[config.mk]
export PLATFORM = sky130hd
export DESIGN_NAME = swt4n_div
export DESIGN_NICKNAME = d
export VERILOG_FILES = /design/src/hw/rtl/swt4n_pkg.sv /design/src/hw/rtl/swt4n_div.sv
export SDC_FILE = /design/constraint.sdc
export NUM_CORES = 1
export LEC_CHECK = 0
export BUFFER_PORTS_ARGS = -buffer_cell sky130_fd_sc_hd__clkbuf_2
export CAP_MARGIN = 30
export CORE_ASPECT_RATIO = 1.75
export CORE_MARGIN = 1.5
export CORE_UTILIZATION = 45
export CTS_CLUSTER_SIZE = 10
export DETAILED_ROUTE_END_ITERATION = 7
export HOLD_SLACK_MARGIN = 0.08
export PLACE_DENSITY_LB_ADDON = 0.25
export SKIP_LAST_GASP = 1
export SLEW_MARGIN = 10
export SYNTH_ARGS = -nofsm -noshare
export SYNTH_HDL_FRONTEND = slang
export SYNTH_SLANG_ARGS = --single-unit
[constraint.sdc]
create_clock -name clk -period 2.4 [get_ports clk]
set_input_delay 0.36 -clock clk [delete_from_list [all_inputs] [get_ports clk]]
set_output_delay 0.36 -clock clk [all_outputs]
set_load 0.005 [all_outputs]
[src/hw/rtl/swt4n_pkg.sv]
`default_nettype none
// ----------------------------------------------------------------------------
// swt4n_pkg: shared types and constants of the skin weight normalizer
// Field widths, request/result structs, command and register codes, and the
// sequencer state type.
// ----------------------------------------------------------------------------
package swt4n_pkg;

    // Field widths
    localparam int VERTEX_W = 12;
    localparam int BONE_W   = 7;
    localparam int WEIGHT_W = 17;
    localparam int COUNT_W  = 13;
    localparam int DATA_W   = 32;
    localparam int PADDR_W  = 3;

    // Q1.16 one
    localparam int               WEIGHT_ONE = 65536;
    localparam logic [WEIGHT_W-1:0] ONE_Q16 = 17'h10000;

    // Number of slots reported in a result
    localparam int OUT_SLOTS = 4;
    localparam int OUT_IW    = 2;

    // Parameter defaults
    localparam int DEF_MAX_VERTICES = 4096;
    localparam int DEF_SLOTS        = 4;
    localparam int DEF_MAX_BONES    = 128;

    // Command codes
    localparam logic CMD_ADD  = 1'b0;
    localparam logic CMD_READ = 1'b1;

    // Register index (paddr[PADDR_W-1:2])
    localparam logic REG_VERTEX_COUNT = 1'b0;

    typedef struct packed {
        logic                command;
        logic [VERTEX_W-1:0] vertex_id;
        logic [BONE_W-1:0]   bone_index;
        logic [WEIGHT_W-1:0] weight_in;
    } in_req_t;

    typedef struct packed {
        logic [VERTEX_W-1:0] vertex_out;
        logic [BONE_W-1:0]   bone_a;
        logic [BONE_W-1:0]   bone_b;
        logic [BONE_W-1:0]   bone_c;
        logic [BONE_W-1:0]   bone_d;
        logic [WEIGHT_W-1:0] share_a;
        logic [WEIGHT_W-1:0] share_b;
        logic [WEIGHT_W-1:0] share_c;
        logic [WEIGHT_W-1:0] share_d;
    } result_t;

    // One influence slot of a store entry
    typedef struct packed {
        logic [BONE_W-1:0]   bone;
        logic [WEIGHT_W-1:0] weight;
    } slot_t;

    typedef enum logic [2:0] {
        ST_CLEAR,
        ST_IDLE,
        ST_ADD,
        ST_SUM,
        ST_DIV,
        ST_OUT
    } state_t;

endpackage
`default_nettype wire

[src/hw/rtl/swt4n_div.sv]
`default_nettype none
// ----------------------------------------------------------------------------
// swt4n_div: bit-serial share divider
// Computes floor(num * 2^16 / den) for num <= den, one quotient bit per
// cycle by restoring division; done pulses with the quotient ready.
// ----------------------------------------------------------------------------
module swt4n_div #(
    parameter int DEN_W = 19
) (
    input  wire logic                          clk,
    input  wire logic                          rst_n,
    input  wire logic                          start,
    input  wire logic [swt4n_pkg::WEIGHT_W-1:0] num,
    input  wire logic [DEN_W-1:0]              den,
    output logic                               done,
    output logic [swt4n_pkg::WEIGHT_W-1:0]     quot
);
    import swt4n_pkg::*;

    localparam int REM_W  = DEN_W + 1;
    localparam int STEP_W = $clog2(WEIGHT_W);

    logic                run_reg;
    logic                done_reg;
    logic [STEP_W-1:0]   step_reg;
    logic [REM_W-1:0]    rem_reg;
    logic [REM_W-1:0]    rem_next;
    logic [REM_W-1:0]    rem_trial;
    logic [DEN_W-1:0]    den_reg;
    logic [WEIGHT_W-1:0] quot_reg;
    logic                fits;
    logic                last_step;

    // Trial subtract, keep the remainder, shift for the next bit
    always_comb
    begin
        fits      = rem_reg >= {1'b0, den_reg};
        rem_trial = fits ? (rem_reg - {1'b0, den_reg}) : rem_reg;
        rem_next  = {rem_trial[REM_W-2:0], 1'b0};
        last_step = step_reg == STEP_W'(WEIGHT_W - 1);
    end

    // Control: run flag, step count, done pulse
    always_ff @(posedge clk or negedge rst_n)
    begin
        if (!rst_n)
        begin
            run_reg  <= 1'b0;
            done_reg <= 1'b0;
            step_reg <= '0;
        end
        else
        begin
            done_reg <= run_reg && last_step;
            if (start)
            begin
                run_reg  <= 1'b1;
                step_reg <= '0;
            end
            else if (run_reg)
            begin
                step_reg <= step_reg + 1'b1;
                if (last_step)
                begin
                    run_reg <= 1'b0;
                end
            end
        end
    end

    // Datapath: load operands, then advance one quotient bit per cycle
    always_ff @(posedge clk)
    begin
        if (start)
        begin
            rem_reg  <= REM_W'(num);
            den_reg  <= den;
            quot_reg <= '0;
        end
        else if (run_reg)
        begin
            rem_reg  <= rem_next;
            quot_reg <= {quot_reg[WEIGHT_W-2:0], fits};
        end
    end

    assign done = done_reg;
    assign quot = quot_reg;

endmodule
`default_nettype wire

After elaboration in Yosys (flattened, before gate mapping)
Index checks and enable logic that the tools add are counted.
{"block": "op_classes", "n_addsub": 2, "n_lt_le_gt_ge": 1, "n_eq_ne": 1, "mux": 8, "n_reduce_logical": 2}
{"operator": "$mux W17", "n": 2}
{"operator": "$ge A20 B19 Y1", "n": 1}
{"operator": "$mux W19", "n": 1}
{"operator": "$sub A19 B19 Y19", "n": 1}
{"operator": "$mux W5", "n": 2}
{"operator": "$add A5 B1 Y5 const B", "n": 1}
{"operator": "$eq A5 B5 Y1 const B", "n": 1}
{"operator": "$mux W1", "n": 3}
{"operator": "$reduce_bool A2 Y1", "n": 1}
{"operator": "$logic_and A1 B1 Y1", "n": 1}
{"block": "totals", "regBits": 63, "output_inout_bits": 18}

Depth between registers and ports, before layout
{"block": "logic_depth", "word_depth": 4, "ltp_mapped": 11, "depth_no_buf": 10}

Worst setup path before layout
Ideal clock, no wire load.
{"block": "synth_path", "kind": "flip-flop to flip-flop", "startpoint": "reg rem_reg[0]", "endpoint": "reg rem_reg[15] (data pin)", "setup_time_ns": 0.268, "t_arrival_ns": 2.107, "slack_ns": 0.024, "path_stages_with_launch": 12, "path_buffers": 1, "cell_sequence": "edfxtp_1 inv_1 ha_1 fa_1 nor2b_1 o21a_1 o211ai_2 a31o_4 buf_6 and3_1 a21oi_1 o31ai_1"}
{"block": "synth_via", "elab_chain_cells": 4, "elab_cells_between_ends": 5}
{"item": "from (decl)", "line_no": "swt4n_div.sv:26", "source": "logic [REM_W-1:0] rem_reg;"}
{"item": "from (signal assigned)", "line_no": "swt4n_div.sv:76", "source": "rem_reg <= REM_W'(num);"}
{"item": "from (signal assigned)", "line_no": "swt4n_div.sv:82", "source": "rem_reg <= rem_next;"}
{"item": "$sub A19 B19 Y19 or $ge A20 B19 Y1 (tied branches)", "line_no": "swt4n_div.sv:38, swt4n_div.sv:37"}
{"item": "$mux W19 (*)", "line_no": "swt4n_div.sv:38", "source": "rem_trial = fits ? (rem_reg - {1'b0, den_reg}) : rem_reg;"}
{"item": "$mux W17 (*)", "line_no": "swt4n_div.sv:80", "source": "else if (run_reg)"}
{"item": "$mux W17 (*)", "line_no": "swt4n_div.sv:74", "source": "if (start)"}
Mark *: on every way between the ends. The rest lies on a longest branch, timed or not. The select of a mux whose other input is x is not followed.
A chain may end at the register's enable or synchronous reset.

Worst setup path after layout
{"block": "layout_path", "startpoint": "reg rem_reg[16]", "endpoint": "reg rem_reg[1] (data pin)"}
{"block": "layout_via", "elab_chain_cells": 4}
{"item": "$ge A20 B19 Y1", "line_no": "swt4n_div.sv:37", "source": "fits = rem_reg >= {1'b0, den_reg};"}
{"item": "$mux W19", "line_no": "swt4n_div.sv:38"}
{"item": "$mux W17", "line_no": "swt4n_div.sv:80"}
{"item": "$mux W17", "line_no": "swt4n_div.sv:74"}
No other way between the ends. The select of a mux whose other input is x is not followed.

==> results.toml <==
[job]
drv.max_cap_violation_count = 0

[sta]
fin_ws_ns = -0.0496
tightest_slew_ns = 0.871
clock-skew-final_ns = 0.00744
finalSetupTns_ns = -0.150
fmaxAchievable_mhz = 408
rsz0062_at_grt = "true"
min_period_ns = 2.45
hold_slack_ns = 0.198
timing.final.hold_violations = 0
final-setup-viol-count = 6
fin_crit_sh_pct = 102
timing.max_slew.rel_slack_pct = 41.8
finalMaxSlewViolations = 0

[setup_path]
required_worst_endpoint_ns = 2.58
crit_path_cell_trace = "ha_1, a21o_1, a211o_4, a211oi_4, buf_4, a31o_4, mux2_1, o21ai_1"
crit_start = "rem_reg[16]$_DFFE_PP_"
critical_path.reg2reg.endpoint = "rem_reg[1]$_DFFE_PP_"
worstPathMaxFanout = 5
setup.worst_path.end_class = "register"
reg2reg_from = "rem_reg[16]$_DFFE_PP_"
reg2regPathDepth = 8
timing.critical_path.slowest_cell_delay_ns = 0.39
crit_family = "compound AO/OA/AOI/OAI gates"
crit_buf_inv = 1
slowest_stage_cell_crit_path = "edfxtp_1"
crit_type = "register to register"
end_point_of_the_critical_path = "rem_reg[1]$_DFFE_PP_"
critical_path_depth = 8
crit_arrival_ns = 2.63
setup.worst_path.start_class = "register"
r2r_slack_ns = -0.05

[cts]
tritoncts.num_buffers = 9
cts-root-to-sink-buffers = 2
clk_transition_reported_paths_ns = 0.05
clkSinkCount = 63
cts_tree = "yes"
worst_skew_pair.late_latency_ns = 0.33
cts_htree_levels = 3
cts_root_buffer = "clkbuf_16"

[placement]
post-dp-hpwl_microns = 6390
buffer_ports.inserted = 56
globalplace.congestion = 0.900
area_after_dpl_sq_mm = 0.00435

[floorplan]
die_width_microns = 71.5
number_of_primary_i_o_pins = 57
floorplan.rows = 43
die-height_microns = 123
placeableCoreArea_sq_mm = 0.00796
floorplan.die_area_sq_mm = 0.00878
initial_core_util_pct = 46.4

[run_status]
violations = "negative setup slack"
status = "finished, violations left"

[grt]
number_of_global_route_vias_before_repair = 3249
globalRoute.totalOverflow = 0
number_of_antenna_violations_at_the_first_check_in_global_routing = 0
grt_first_pass_wirelength_microns = 14600
groute.usage.overall_pct = 21.6
grt_max_degree = 78

[synthesis]
synth_enable_flop_cells = 36
ys_seq_area_share_pct = 44.8
synthesis.area_per_instance_sq_um = 10.0
postSynthRegisterBits = 63
post_synth_arst_share_pct = 11.1
synth_mux_area_share_pct = 7.65
ys_types = 57
synth-compound-area-share_pct = 16.3
fraction_of_synthesized_cell_area_in_xor_and_xnor_cells_pct = 4.50
synth_top_family_by_area = "compound AO/OA/AOI/OAI gates"
synthesis.area_sq_mm = 0.00369
ys.warnings.count = 0
ys_dominant_reg_cell = "edfxtp_1"
number_of_nets_produced_by_synthesis = 430
post_synth_fa_ha_maj_area_fraction_pct = 7.65
synth-simple-area-share_pct = 13.7
synthCells = 369

[hold_path]
worst_hold_path_class = "primary input to register"

[drt]
drt_wl_total_microns = 9530
detail_route.wl_per_cell_microns = 16.7
detailedRoute.firstPassIterationCount = 6
vias = 3201
postRouteAntennaNets = 0
route.detailed.vias_per_inst = 5.60
drc = 0
dr.first_iter.drc_count = 140

[finish]
largest_reg_flops = 20
layout.cells.most_common_list = "56 x clkbuf_2, 46 x buf_4, 37 x nor2_1, 36 x edfxtp_1"
fin_area_sq_mm = 0.00510
syn2layout_area_growth_pct = 38.1
antenna_cell_count = 0
most_frequent_standard_cell_in_the_layout_excluding_fill_and_tap_cells = "clkbuf_2"
post_route_cells_drive_above_1_share_pct = 36.7
number_of_nets_in_the_final_layout = 538

[power_and_ir_drop]
power_density_mw_per_mm2 = 1210
leakagePower_uw = 0.00229
worst_ir_drop_vdd_v = 0.000615
[cell families after synthesis]
| group | Yosys count |
|---|---|
| and+or+nand+nor | 105 |
| AOI/OAI and AO/OA | 89 |
| DFF | 63 |
| buffers and inverters | 43 |
| muxes | 28 |
| adders and majority gates | 22 |
| xor gates and xnor gates | 19 |
[worst min-delay path by stage]
stage                         endpoint  depth (start not counted)  startpoint
2_1_floorplan           done$_DFF_PN0_                          0       rst_n
3_3_place_gp            done$_DFF_PN0_                          1       rst_n
3_5_place_dp   step_reg[4]$_DFFE_PN0P_                          1       rst_n
4_1_cts           den_reg[3]$_DFFE_PP_                          1      den[3]
5_1_grt           den_reg[3]$_DFFE_PP_                          1      den[3]
6_report          den_reg[3]$_DFFE_PP_                          1      den[3]
[through the flow]
stage | total power, uW | utilization [%] | std cells | setup WS, ns
3_5_place_dp | 3990 | 54.7 | 545 | -0.0492
5_1_grt | 6510 | 64.1 | 572 | -0.157
6_report | 6190 | 64.1 | 572 | -0.0496
2_1_floorplan | 3120 | - | 369 | 0.0245
3_3_place_gp | 3940 | 54.7 | 545 | -0.0453
4_1_cts | 5630 | 60.2 | 564 | -0.0246
[per-layer routing]
layer | vias to the layer above | global-route usage [%] | part of all wire, %
li1 | 1548 | - | -
met1 | 1539 | 21.5 | 38
met2 | 87 | 40.1 | 55
met3 | 27 | 2.87 | 3.1
met4 | 0 | 15.3 | 4.2
met5 | - | 0 | 0
[cell type report]
cell class	count	area [sq um]
Clock buffer	15	300
Clock inverter	1	30.0
Fill cell	641	2860
Inverter	26	97.6
Multi-Input combinational cell	264	2150
Sequential cell	63	1660
Tap cell	90	113
Timing Repair Buffer	113	757
[power breakdown]
group / internal, uW / total [uW] / switching, uW
Sequential: 1360 / 1500 / 141
Clock: 959 / 1430 / 467
Combinational: 1630 / 3260 / 1630
[worst register-to-register path, delay by kind of cell (launching register included)]
kind | cells | cell delay (ns)
buf+inv | 1 | 0.17
flops | 1 | 0.39
fa+ha+maj | 1 | 0.23
compound gates | 5 | 1.18
mux | 1 | 0.33
[cells in the mapped netlist (2+ instances only)]
master	n	share of area, %
nand3_1	6	0.81
xnor2_1	11	2.6
nand4_1	5	0.85
xor2_1	8	1.9
buf_1	3	0.30
a31oi_1	3	0.51
o31ai_1	6	1.2
a211oi_1	3	0.61
mux2i_1	26	7.0
nor2_1	38	3.9
buf_4	3	0.61
and3_1	6	1.0
a21o_1	4	0.81
a31oi_2	2	0.68
dfxtp_1	20	11
o211ai_1	5	1.0
clkbuf_1	6	0.61
dfrtp_1	7	4.7
nand2_1	29	2.9
and2_1	4	0.68
buf_2	2	0.27
buf_6	3	0.91
ha_1	21	7.1
o21ai_1	9	1.2
a21oi_1	27	3.7
o2111ai_1	2	0.47
nand2b_1	2	0.34
nor3_1	6	0.81
o21ai_0	13	1.8
mux2_1	2	0.61
edfxtp_1	36	29
inv_1	26	2.6
[repair_timing]
action,4_1_cts,5_1_grt
setup endpoints to repair,13,19
pin swaps,1,16
gates resized for setup,15,48
setup buffers,1,9
cloned,1,0
hold endpoints to repair,7,0
hold buffers,1,0
(Power assumes the default switching activity.)
